==> src/rtl/apictd_pkg.sv <==
// ----------------------------------------------------------------------------
// APIC ID topology decode package
// Shared types and constants for the decode pipeline.
// ----------------------------------------------------------------------------
package apictd_pkg;

  localparam int unsigned DIV_W          = 15;
  localparam int unsigned STAGE_STEPS    = 5;
  localparam int unsigned NUM_DIV_STAGES = DIV_W / STAGE_STEPS;

  typedef enum logic [1:0] {
    MODE_THREAD_COUNT = 2'd0,
    MODE_MAX_ID       = 2'd1,
    MODE_UNSUPPORTED  = 2'd2
  } mode_e;

  typedef enum logic [2:0] {
    REG_VENDOR_MODE      = 3'd0,
    REG_CORE_FIELD_BITS  = 3'd1,
    REG_THREADS_PER_CORE = 3'd2,
    REG_MAX_LOGICAL_IDS  = 3'd3,
    REG_MAX_CORE_IDS     = 3'd4
  } reg_e;

  typedef struct packed {
    logic [1:0] vendor_mode;
    logic [3:0] core_field_bits;
    logic [4:0] threads_per_core;
    logic [7:0] max_logical_ids;
    logic [6:0] max_core_ids;
  } cfg_t;

  typedef struct packed {
    logic             div_en;
    logic             error;
    logic [4:0]       divisor;
    logic [DIV_W-1:0] num;
    logic [4:0]       rem;
    logic [7:0]       smt_id;
    logic [14:0]      core_id;
    logic [31:0]      package_id;
  } item_t;

endpackage

==> src/rtl/apictd_front.sv <==
// ----------------------------------------------------------------------------
// APIC ID topology decode front stage
// Masks the ID, splits the fields for the max-id mode and prepares the
// dividend and divisor for the thread-count mode.
// ----------------------------------------------------------------------------
module apictd_front #(
  parameter int unsigned APIC_ID_WIDTH = 32
) (
  input  logic               clk_i,
  input  logic               rst_ni,
  input  apictd_pkg::cfg_t   cfg_i,
  input  logic               valid_i,
  output logic               ready_o,
  input  logic [31:0]        apic_id_i,
  output logic               valid_o,
  input  logic               ready_i,
  output apictd_pkg::item_t  item_o
);

  function automatic logic [31:0] low_mask(input logic [5:0] n);
    logic [31:0] m;
    if (n >= 6'd32) begin
      m = '1;
    end else begin
      m = (32'd1 << n) - 32'd1;
    end
    return m;
  endfunction

  logic [APIC_ID_WIDTH-1:0] id;
  logic [31:0]              id32;
  logic [6:0]               mc;
  logic [2:0]               cb;
  logic [3:0]               sb;
  logic [15:0]              lim;
  logic [4:0]               tpc;
  logic [31:0]              sh;
  logic [31:0]              cfb_mask;
  logic [31:0]              sb_mask;
  logic [31:0]              cb_mask;
  apictd_pkg::item_t        item_d;
  apictd_pkg::item_t        item_q;
  logic                     valid_q;

  assign id   = apic_id_i[APIC_ID_WIDTH-1:0];
  assign id32 = 32'(id);

  always_comb begin
    mc  = (cfg_i.max_core_ids == 7'd0) ? 7'd1 : cfg_i.max_core_ids;
    tpc = (cfg_i.threads_per_core == 5'd0) ? 5'd1 : cfg_i.threads_per_core;
    cb  = 3'd0;
    for (int i = 0; i < 7; i++) begin
      if (mc[i]) begin
        cb = 3'(i);
      end
    end
    sb  = 4'd8;
    lim = '0;
    for (int k = 8; k >= 0; k--) begin
      lim = (16'(mc) << k) + 16'(mc);
      if (16'(cfg_i.max_logical_ids) < lim) begin
        sb = 4'(k);
      end
    end
    sh       = id32 >> sb;
    cfb_mask = low_mask(6'(cfg_i.core_field_bits));
    sb_mask  = low_mask(6'(sb));
    cb_mask  = low_mask(6'(cb));
    item_d   = '0;
    case (cfg_i.vendor_mode)
      apictd_pkg::MODE_THREAD_COUNT: begin
        item_d.div_en     = 1'b1;
        item_d.divisor    = tpc;
        item_d.num        = id32[apictd_pkg::DIV_W-1:0]
                            & cfb_mask[apictd_pkg::DIV_W-1:0];
        item_d.package_id = id32 >> cfg_i.core_field_bits;
      end
      apictd_pkg::MODE_MAX_ID: begin
        item_d.divisor    = 5'd1;
        item_d.smt_id     = id32[7:0] & sb_mask[7:0];
        item_d.core_id    = sh[14:0] & cb_mask[14:0];
        item_d.package_id = id32 >> (5'(sb) + 5'(cb));
      end
      default: begin
        item_d.divisor = 5'd1;
        item_d.error   = 1'b1;
      end
    endcase
  end

  assign ready_o = !valid_q || ready_i;

  always_ff @(posedge clk_i or negedge rst_ni) begin
    if (!rst_ni) begin
      valid_q <= 1'b0;
    end else if (ready_o) begin
      valid_q <= valid_i;
    end
  end

  always_ff @(posedge clk_i) begin
    if (valid_i && ready_o) begin
      item_q <= item_d;
    end
  end

  assign valid_o = valid_q;
  assign item_o  = item_q;

endmodule

==> src/rtl/apictd_div_stage.sv <==
// ----------------------------------------------------------------------------
// APIC ID topology decode divider stage
// One registered slice of a restoring divider, retiring a fixed number of
// quotient bits per stage.
// ----------------------------------------------------------------------------
module apictd_div_stage (
  input  logic               clk_i,
  input  logic               rst_ni,
  input  logic               valid_i,
  output logic               ready_o,
  input  apictd_pkg::item_t  item_i,
  output logic               valid_o,
  input  logic               ready_i,
  output apictd_pkg::item_t  item_o
);

  apictd_pkg::item_t item_d;
  apictd_pkg::item_t item_q;
  logic              valid_q;
  logic [5:0]        r6;
  logic              qbit;

  always_comb begin
    item_d = item_i;
    r6     = '0;
    qbit   = 1'b0;
    for (int i = 0; i < int'(apictd_pkg::STAGE_STEPS); i++) begin
      r6   = {item_d.rem, item_d.num[apictd_pkg::DIV_W-1]};
      qbit = (r6 >= {1'b0, item_d.divisor});
      item_d.rem = qbit ? 5'(r6 - {1'b0, item_d.divisor}) : r6[4:0];
      item_d.num = {item_d.num[apictd_pkg::DIV_W-2:0], qbit};
    end
  end

  assign ready_o = !valid_q || ready_i;

  always_ff @(posedge clk_i or negedge rst_ni) begin
    if (!rst_ni) begin
      valid_q <= 1'b0;
    end else if (ready_o) begin
      valid_q <= valid_i;
    end
  end

  always_ff @(posedge clk_i) begin
    if (valid_i && ready_o) begin
      item_q <= item_d;
    end
  end

  assign valid_o = valid_q;
  assign item_o  = item_q;

endmodule

==> src/rtl/apic_id_topology_decode.sv <==
// ----------------------------------------------------------------------------
// APIC ID topology decode
// Splits each APIC ID beat into thread, core and package numbers.
// ----------------------------------------------------------------------------
// The block takes one APIC ID per cycle when the output side keeps up and
// passes it through four register stages. The first stage masks the ID
// and cuts out the fields of the max-id mode; the thread-count mode then
// runs a fifteen-bit restoring division through three register stages of
// five steps each, and the last of them is the output register. An
// unsupported mode returns all fields zero with the error flag in tuser.
// Configuration registers sit at byte addresses 0, 4, 8, 12 and 16 and must
// be written only while no beat is in flight.
module apic_id_topology_decode #(
  parameter int unsigned APIC_ID_WIDTH = 32
) (
  input  logic        clk_i,
  input  logic        rst_ni,
  input  logic        psel,
  input  logic        penable,
  input  logic        pwrite,
  input  logic [4:0]  paddr,
  input  logic [31:0] pwdata,
  output logic [31:0] prdata,
  output logic        pready,
  input  logic        s_axis_tvalid,
  output logic        s_axis_tready,
  input  logic [31:0] s_axis_tdata,   // [31:0] apic_id
  output logic        m_axis_tvalid,
  input  logic        m_axis_tready,
  output logic [55:0] m_axis_tdata,   // [7:0] smt_id, [22:8] core_id,
                                      // [54:23] package_id, [55] zero
  output logic [0:0]  m_axis_tuser    // [0] error
);

  apictd_pkg::cfg_t  cfg_q;
  apictd_pkg::reg_e  reg_idx;
  logic              cfg_we;

  logic              valid [apictd_pkg::NUM_DIV_STAGES+1];
  logic              ready [apictd_pkg::NUM_DIV_STAGES+1];
  apictd_pkg::item_t item  [apictd_pkg::NUM_DIV_STAGES+1];
  apictd_pkg::item_t last;

  assign reg_idx = apictd_pkg::reg_e'(paddr[4:2]);
  assign cfg_we  = psel && penable && pwrite;
  assign pready  = 1'b1;

  always_ff @(posedge clk_i or negedge rst_ni) begin
    if (!rst_ni) begin
      cfg_q.vendor_mode      <= apictd_pkg::MODE_UNSUPPORTED;
      cfg_q.core_field_bits  <= 4'd0;
      cfg_q.threads_per_core <= 5'd1;
      cfg_q.max_logical_ids  <= 8'd1;
      cfg_q.max_core_ids     <= 7'd1;
    end else if (cfg_we) begin
      case (reg_idx)
        apictd_pkg::REG_VENDOR_MODE:      cfg_q.vendor_mode      <= pwdata[1:0];
        apictd_pkg::REG_CORE_FIELD_BITS:  cfg_q.core_field_bits  <= pwdata[3:0];
        apictd_pkg::REG_THREADS_PER_CORE: cfg_q.threads_per_core <= pwdata[4:0];
        apictd_pkg::REG_MAX_LOGICAL_IDS:  cfg_q.max_logical_ids  <= pwdata[7:0];
        apictd_pkg::REG_MAX_CORE_IDS:     cfg_q.max_core_ids     <= pwdata[6:0];
        default: begin
        end
      endcase
    end
  end

  always_comb begin
    case (reg_idx)
      apictd_pkg::REG_VENDOR_MODE:      prdata = 32'(cfg_q.vendor_mode);
      apictd_pkg::REG_CORE_FIELD_BITS:  prdata = 32'(cfg_q.core_field_bits);
      apictd_pkg::REG_THREADS_PER_CORE: prdata = 32'(cfg_q.threads_per_core);
      apictd_pkg::REG_MAX_LOGICAL_IDS:  prdata = 32'(cfg_q.max_logical_ids);
      apictd_pkg::REG_MAX_CORE_IDS:     prdata = 32'(cfg_q.max_core_ids);
      default:                          prdata = 32'd0;
    endcase
  end

  apictd_front #(
    .APIC_ID_WIDTH(APIC_ID_WIDTH)
  ) u_front (
    .clk_i     (clk_i),
    .rst_ni    (rst_ni),
    .cfg_i     (cfg_q),
    .valid_i   (s_axis_tvalid),
    .ready_o   (s_axis_tready),
    .apic_id_i (s_axis_tdata),
    .valid_o   (valid[0]),
    .ready_i   (ready[0]),
    .item_o    (item[0])
  );

  for (genvar g = 0; g < int'(apictd_pkg::NUM_DIV_STAGES); g++) begin : g_div
    apictd_div_stage u_div (
      .clk_i   (clk_i),
      .rst_ni  (rst_ni),
      .valid_i (valid[g]),
      .ready_o (ready[g]),
      .item_i  (item[g]),
      .valid_o (valid[g+1]),
      .ready_i (ready[g+1]),
      .item_o  (item[g+1])
    );
  end

  assign last  = item[apictd_pkg::NUM_DIV_STAGES];
  assign ready[apictd_pkg::NUM_DIV_STAGES] = m_axis_tready;

  assign m_axis_tvalid = valid[apictd_pkg::NUM_DIV_STAGES];
  assign m_axis_tdata  = {1'b0, last.package_id,
                          last.div_en ? last.num : last.core_id,
                          last.div_en ? 8'(last.rem) : last.smt_id};
  assign m_axis_tuser  = last.error;

endmodule

==> config.mk <==
export PLATFORM = sky130hd
export DESIGN_NAME = apic_id_topology_decode
export DESIGN_NICKNAME = d
export VERILOG_FILES = /design/src/rtl/apictd_pkg.sv /design/src/rtl/apictd_front.sv /design/src/rtl/apictd_div_stage.sv /design/src/rtl/apic_id_topology_decode.sv
export SDC_FILE = /design/constraint.sdc
export NUM_CORES = 1
export LEC_CHECK = 0
export BUFFER_PORTS_ARGS = -buffer_cell sky130_fd_sc_hd__buf_2
export CAP_MARGIN = 20
export CORE_MARGIN = 2
export CORE_UTILIZATION = 44
export CTS_CLUSTER_DIAMETER = 80
export DETAILED_ROUTE_END_ITERATION = 16
export GPL_TIMING_DRIVEN = 0
export PLACE_DENSITY = 0.61
export SLEW_MARGIN = 20
export SYNTH_ARGS = -nofsm -noshare
export SYNTH_HDL_FRONTEND = slang
export SYNTH_SLANG_ARGS = --single-unit
==> constraint.sdc <==
create_clock -name clk_i -period 8.4 [get_ports clk_i]
set_clock_uncertainty 0.15 [all_clocks]
set_input_delay 1.68 -clock clk_i [delete_from_list [all_inputs] [get_ports clk_i]]
set_output_delay 1.68 -clock clk_i [all_outputs]
set_load 0.005 [all_outputs]
* Word level (Yosys, flattened, before mapping)
Cells that the tools add are included.
Storage, ports and cells: flip-flop bits (word level) 348, bits of input ports 76, output and inout port bits 92, logic and storage cells 165
Cells by class: add/sub/neg operators 27, order comparisons 23, eq/ne operators 5, shift operators 6, multiplexer cells 36, bitwise gates (word level) 4, reduce and logical (&&, ||, !) cells 25
Operator list (number):
- < comparator 8 x 16 -> 1 bit | 8
- >= comparator 6 x 5 -> 1 bit | 14
- two-way mux 5 bit | 15
- subtractor 5 bit | 14
- case mux 32 bit (2 select lines) | 1
- case mux 8 bit (5 select lines) | 1
- two-way mux 4 bit | 8
- right shift 32 x 4 -> 15 bit | 1
- right shift 32 x 4 -> 32 bit | 1
- right shift 32 x 5 -> 32 bit | 1
- bitwise AND 15 bit | 2
- subtractor 15 x 1 -> 15 bit (second input constant) | 2
- adder 14 x 7 -> 15 bit | 1
- two-way mux 15 bit | 1
- two-way mux 3 bit | 5
- left shift 1 x 3 -> 15 bit (first input constant) | 1
- left shift 1 x 4 -> 15 bit (first input constant) | 1
- adder 13 x 7 -> 14 bit | 1
- adder 12 x 7 -> 13 bit | 1
- adder 11 x 7 -> 12 bit | 1
- adder 10 x 7 -> 11 bit | 1
- adder 9 x 7 -> 10 bit | 1
- AND reduction 2 bit | 5
- adder 8 x 7 -> 9 bit | 1
- other kinds (23) | 38

* Longest topological paths before layout
Gate-level depths: netlist (run 1).
depth in word-level cells 15, depth in mapped cells 45, mapped depth without buffers 44

* Modules after synthesis
From an unflattened synthesis (run 1), not the netlist that was laid out.
Second synthesis, totals: cell total of the unflattened synthesis 1868, area, all modules 21994.8 um^2
By module, submodules not included:
- apictd_front | instances 1, cells each 959, area an instance 8779.7 um^2, sequential area each 2337.2 um^2
- apictd_div_stage at g_div[1].u_div ... | instances 2, cells each 257, area an instance 3839.9 um^2, sequential area each 2487.4 um^2
- apictd_div_stage at g_div[0].u_div | instances 1, cells each 254, area an instance 3824.9 um^2, sequential area each 2487.4 um^2
- apic_id_topology_decode | instances 1, cells each 141, area an instance 1710.4 um^2, sequential area each 655.6 um^2

* Least setup slack after synthesis (run 1)
No wires, ideal clock.
path type register to register, from register g_div[1].u_div.item_q, in the netlist g_div[1].u_div.item_o[76], to register g_div[2].u_div.item_q, in the netlist g_div[2].u_div.item_o[56], data pin, setup time 260 ps, data arrival time 8364 ps, required time 7990 ps, path slack -374 ps, stages on the path, launching flop included 38, buffers on the path 1, period minus slack after synthesis 8774 ps, path through edfxtp_1 inv_1 fa_1 a21o_1 a21o_1 a21boi_1 mux2_2 ha_1 nor2b_1 o21a_1 o21ai_0 nor3b_1 inv_1 o21ai_0 fa_1 nor2b_1 o21ai_0 nand2b_1 [2 not listed] or2_2 clkbuf_1 o21ai_0 fa_1 nor2b_1 o21ai_0 nand3b_1 a21o_1 or4_1 nand2_1 mux2i_1 ha_1 a21o_1 a21oi_1 nand2_1 a21oi_1 o211ai_1 mux2_2
RTL lines:
- start: declaration | line apictd_div_stage.sv:18 | apictd_pkg::item_t item_q;
- start signal: assignment | line apictd_div_stage.sv:47 | item_q <= item_d;
- end signal: assignment | line apictd_div_stage.sv:47
- end: declaration | line apictd_div_stage.sv:18

==> out/qor.txt, run 1 <==
Via density: 5.557
Ports: 168
Pre-CTS setup slack: -1.593 ns
H-tree Lvls: 2
IO buf count: 114
Nets: 2,258
Routed wl met3: 2622 um
Die Y: 220.4 um
Initial antenna violation count: 0
DRT antenna net count: 0
Reg clk slew, reported paths: 0.06 ns
Area grow syn2layout: 18.49%
Hold Slack: 0.2602 ns
GRT Util Overall: 0.2222
Diodes inserted: 0
Post-synthesis cell count: 1,774
Status: finished with violations
Maximum net fanout on the critical path: 6
Hold Buf Count CTS: 0
Element type at the critical path start: flip-flop
Vias in the first global route: 14,460
Overflow after GRT: 0
CTS root buf: clkbuf_16
Max Fclk: 117.3 MHz
Tmin final: 8.524 ns
Slowest stage delay, CP: 0.57 ns
CTS tree: yes
Starting density of the core: 0.4445
Met2 WL: 25,070 um
Slew margin rel.: 0.3304
Post-synth top area share: 0.4634
Cell accounting for the most synthesized area: edfxtp_1
DR top layer: met4
Dominant synthesized flop cell: edfxtp_1
Largest cells by area after synthesis: edfxtp_1 (46%), ha_1 (8.5%), mux2i_1 (4.1%), mux2_2 (4.0%), dfrtp_1 (3.2%)
Min-delay worst type: reg2reg
Wire length per cell: 20.32 um
Gpl congestion: 0.9745
Layout cell share with drive strength beyond 1: 0.2622
Die W: 220.4 um
Sequential share of the synthesized area: 0.5000
Largest net degree at the start of global routing: 57
Period utilization: 1.015
Post-synthesis cell area: 20,610 um^2
# clock sinks: 348
WL final: 54,040 um
Failing checks: negative setup slack
M1 wire length: 24,390 um
CP Capture Type: flip-flop
DR DRC count: 0
Worst Tran Pin Value: 0.9905 ns
Worst skew pair latency: 0.57 ns
TritonRoute pass-1 iters: 5
Clock Tree Buf Depth: 3
Post-synth EDFFs: 318
Cell variety after synth: 107
Req. time, crit path: 8.55 ns
Max-Cap Viols: 0
PnR worst setup slack: -0.1240 ns
Ys Warns: 0
Global-route wire length before repair: 82,480 um
Final core occ: 0.5268
FFs w/ async S/R, synth: 0.08621
Row cnt: 79
Via count: 14,780
Pins Over Slew Limit: 0
Worst setup path class: reg2reg
Total CTS buffers: 38
Post-synthesis register bit count: 348
Crit path DAT: 8.67 ns
Detailed Place HPWL: 39,350 um
DRT iter0 DRCs: 1,021
Final hold vios: 0
Final Setup Violations: 5
CP max stage cell: or4_4
Die ar.: 48,590 um^2
Cells after DPL: 2,529
Mapped Avg Cell Area: 11.62 um^2
Core Region: 46,360 um^2
Post-Layout Cell Count: 2,659
RSZ-0062 raised after global routing: true
-- cells in the mapped netlist, drive strengths merged (5+ instances only) --
library cell,instances
a22oi,5
or3,7
nand4,12
a221oi,6
a211o,7
fa,17
o21a,11
and2,16
buf,89
a31oi,5
inv,105
nor4b,6
and3,17
a211oi,31
a21oi,129
or4,5
nor4,11
nor2b,26
o211ai,12
mux2,75
a21o,42
xnor2,32
ha,140
nand3b,8
mux2i,85
nand2b,18
a221o,5
nand2,116
xor2,23
nor3b,6
nor2,91
dfrtp,26
edfxtp,318
or2,8
o21ai,87
o31ai,5
o211a,6
clkbuf,39
nor3,21
nand3,35
a32o,5
-- per-stage QoR --
stage / setup TNS, ns / area (um^2)
floorplan: 0 / 20730
global placement: -45.59 / 22060
detailed placement: -47.57 / 22230
CTS: 0 / 23900
global route: -2.413 / 24420
finish: -0.4706 / 24420
-- sequential cells by signal (all words and copies together) (netlist names) --
name                 flops
u_front.valid_o          1
g_div.u_div.valid_o      3
u_front.item_o          77
cfg_q                   26
g_div.u_div.item_o     241
-- critical path: cells and delay by family (launching register included) --
| kind | cells | cell delay (ns) |
|---|---|---|
| AO/OA/AOI/OAI | 16 | 2.60 |
| multiplexers | 3 | 0.93 |
| AND/OR/NAND/NOR | 10 | 1.95 |
| flip-flops | 1 | 0.41 |
| adder cells (fa/ha/maj) | 6 | 1.77 |
| buffers and inverters | 4 | 0.45 |
-- what timing repair did --
action / in CTS / in global routing
buffers inserted: 36 / 30
gates resized for setup: 60 / 75
setup endpoints to repair: 47 / 47
pin swaps: 16 / 43
-- cells in the final DEF (no fill, tap or decap), types with 75 or more instances in the layout --
| cell type | Yosys | routed |
|---|---|---|
| a21oi_1 | 129 | 115 |
| inv_1 | 102 | 90 |
| mux2i_1 | 84 | 75 |
| nand2_1 | 114 | 109 |
| buf_2 | 18 | 133 |
| nor2_1 | 87 | 83 |
| ha_1 | 140 | 128 |
| buf_4 | 59 | 123 |
| edfxtp_1 | 318 | 318 |
-- cell type report --
cell class                      instances  area (um^2)
Fill cell                            3994        21940
Sequential cell                       348        10310
Multi-Input combinational cell       1220         9761
Timing Repair Buffer                  186         1231
Clock buffer                           51         1021
Buffer                                125        762.0
Tap cell                              607        759.5
Inverter                              106        411.6
Clock inverter                         16        166.4
-- layer usage --
layer / track usage / vias to the layer above
li1: - / 7026
met1: 0.3039 / 7158
met2: 0.3568 / 466
met3: 0.03354 / 126
met4: 0.08635 / 0
met5: 0 / -
-- logic make-up after synthesis --
group / synth area share
buffers and inverters: 0.05628
flip-flops: 0.5000
AO/OA/AOI/OAI: 0.1298
other: 0.0003644
AND/OR/NAND/NOR: 0.1052
multiplexers: 0.08263
XOR/XNOR: 0.02374
adder cells (fa/ha/maj): 0.1020
-- path summary, 6_finish.rpt --
kind                                        endpoint  slack [ns]                      start  cells past startpoint
max                        g_div[2].u_div.item_o[59]       -0.12  g_div[1].u_div.item_o[74]                     39
min                        g_div[2].u_div.item_o[42]        0.26  g_div[1].u_div.item_o[42]                      0
max reg2reg                g_div[2].u_div.item_o[59]       -0.12  g_div[1].u_div.item_o[74]                     39
min reg2reg                g_div[2].u_div.item_o[42]        0.26  g_div[1].u_div.item_o[42]                      0
max in group asynchronous                   cfg_q[1]        6.59                     rst_ni                      1
min in group asynchronous                   cfg_q[5]        1.01                     rst_ni                      1
Power of run 1 is not shown: default switching activity piles up to over one toggle a cycle in this logic, so the estimate is an artifact.
==> run 2, diff against run 1 <==
--- a/config.mk
+++ b/config.mk
@@ -13,6 +13,7 @@
 export DETAILED_ROUTE_END_ITERATION = 16
 export GPL_TIMING_DRIVEN = 0
 export PLACE_DENSITY = 0.61
+export RECOVER_POWER = 50
 export SLEW_MARGIN = 20
 export SYNTH_ARGS = -nofsm -noshare
 export SYNTH_HDL_FRONTEND = slang
==> run 2 against run 1 <==
Against the previous run:
- the flow finishes with violations (max-capacitance violations, max-slew violations, negative setup slack)
- critical path type unchanged
- global-route usage unchanged
- wire length about the same
- sequential share of layout area increased by 0.12 points
- utilization is 0.15 points lower
==> out/qor.txt, run 2 (synthesized netlist as in run 1, its figures left out) <==
Min-delay worst type: reg2reg
Worst Setup EP: g_div[2].u_div.item_o[56]
Ports: 168 (unchanged)
H-tree Lvls: 2 (unchanged)
Pins Over Slew Limit: 128 (+128)
PnR worst setup slack: -0.1290 ns (-0.005034 ns)
Die Y: 220.4 um (unchanged)
TritonRoute pass-1 iters: 6 (+1)
Maximum net fanout on the critical path: 6 (unchanged)
Tmin final: 8.529 ns (+0.005034 ns)
Final core occ: 0.5253 (-0.001457)
Worst setup path class: reg2reg
DR DRC count: 0 (unchanged)
Hold Slack: 0.2603 ns (+0.00002500 ns)
Nets: 2,258 (unchanged)
Reg clk slew, reported paths: 0.06 ns (about the same)
CTS tree: yes
Global-route wire length before repair: 82,480 um (unchanged)
Via count: 14,760 (-0.10%)
Clock Tree Buf Depth: 3 (unchanged)
Failing checks: max-capacitance violations, max-slew violations, negative setup slack
GRT Util Overall: 0.2222 (unchanged)
DRT iter0 DRCs: 984 (-3.6%)
# clock sinks: 348 (unchanged)
Worst Tran Pin Value: 2.791 ns (+1.800 ns)
Vias in the first global route: 14,460 (unchanged)
Die ar.: 48,590 um^2 (unchanged)
Setup tns final: -0.4992 ns (-0.02854 ns)
Worst R2R Setup Slack: -0.13 ns (about the same)
CP max stage cell: or4_4
Slowest stage delay, CP: 0.57 ns (about the same)
Slew margin rel.: -0.8616 (-1.192)
Row cnt: 79 (unchanged)
IO buf count: 114 (unchanged)
Worst r2r src: g_div[1].u_div.item_o[74]
Max Fclk: 117.2 MHz (about the same)
Hold Buf Count CTS: 0 (unchanged)
Largest net degree at the start of global routing: 57 (unchanged)
Commonest non-fill, non-tap cell in the layout: edfxtp_1
CP Capture Type: flip-flop
Overflow after GRT: 0 (unchanged)
Core Region: 46,360 um^2 (unchanged)
Crit path DAT: 8.68 ns (about the same)
Starting density of the core: 0.4445 (unchanged)
DRT antenna net count: 0 (unchanged)
Wire length per cell: 20.32 um (about the same)
Detailed Place HPWL: 39,350 um (unchanged)
Area grow syn2layout: 18.17%
Die W: 220.4 um (unchanged)
Final hold vios: 0 (unchanged)
Number of flip-flops in the largest register: 241 (unchanged)
Total CTS buffers: 38 (unchanged)
Status: finished with violations
Element type at the critical path start: flip-flop
Via density: 5.549 (-0.14%)
Commonest non-fill, non-tap cells in the layout: edfxtp_1 (318), buf_2 (130), ha_1 (128)
Reg-to-Reg End: g_div[2].u_div.item_o[56]
Gpl congestion: 0.9745 (unchanged)
Max-Cap Viols: 5 (+5)
Period utilization: 1.015 (about the same)
WL final: 54,050 um (about the same)
Crit path from: g_div[1].u_div.item_o[74]
Final Setup Violations: 5 (unchanged)
Reg2reg path depth: 39 (unchanged)
CTS root buf: clkbuf_16
RSZ-0062 raised after global routing: true
Layout cell share with drive strength beyond 1: 0.2558 (-0.006335)
Worst skew pair latency: 0.57 ns (about the same)
Req. time, crit path: 8.55 ns (about the same)
Initial antenna violation count: 0 (unchanged)
run 2: cell count changes in the layout (fill, tap and decap cells not counted), moves of 3 or more:
cell,delta
and2_1,-3
buf_4,-4
clkbuf_1,+8
and2_4,-3
and2_0,+6
buf_2,-3
run 2: metal layers:
layer | global-route usage | wire length (um) | vias up
met2 | 0.3568 | 24930 | 480
met1 | 0.3039 | 24320 | 7134
met3 | 0.03354 | 2810 | 125
met5 | 0 | 0 | -
met4 | 0.08635 | 1990 | 0
li1 | - | - | 7022
run 2: layout make-up:
| class | instances | area (um^2) |
|---|---|---|
| antenna | 1 | 2.502 |
| buffer | 125 | 762.0 |
| clock buffer | 51 | 1021 |
| clock inverter | 16 | 166.4 |
| fill | 4006 | 22010 |
| inverter | 106 | 411.6 |
| multi-input combinational | 1220 | 9746 |
| sequential | 348 | 10310 |
| tap | 607 | 759.5 |
| timing repair buffer | 186 | 1176 |
run 2: how the worst min path moves through the flow:
stage | to | from | slack (ns) | cells past startpoint
floorplan | g_div[0].u_div.item_o[0] | u_front.item_o[0] | 0.25 | 0
global placement | g_div[2].u_div.item_o[40] | g_div[1].u_div.item_o[40] | 0.25 | 0
detailed placement | g_div[0].u_div.item_o[0] | u_front.item_o[0] | 0.25 | 0
CTS | g_div[2].u_div.item_o[42] | g_div[1].u_div.item_o[42] | 0.26 | 0
global route | g_div[2].u_div.item_o[42] | g_div[1].u_div.item_o[42] | 0.26 | 0
finish | g_div[2].u_div.item_o[42] | g_div[1].u_div.item_o[42] | 0.26 | 0
run 2: worst max-delay path: cells and delay by family, from the launching register on:
kind,cells,cell delay (ns)
AOI/OAI and AO/OA,16,2.60
adders and majority gates,6,1.77
buffers and inverters,4,0.45
DFF,1,0.41
muxes,3,0.94
and+or+nand+nor,10,1.94
run 2: stage by stage:
step / worst slack, ns / instances / area (um^2)
global placement: -1.622 / 2523 / 22060
finish: -0.1290 / 2660 / 24350
CTS: 0.0008917 / 2631 / 23900
global route: -0.4502 / 2659 / 24350
detailed placement: -1.593 / 2529 / 22230
floorplan: 0.01561 / 1802 / 20730
run 2: repair_timing:
item	in CTS	in global routing
gates cloned	0	0
pin swaps	16	43
setup buffers	36	30
resized for setup	60	75
setup endpoints to repair	47	47
Power of run 2 is left out for the same reason.
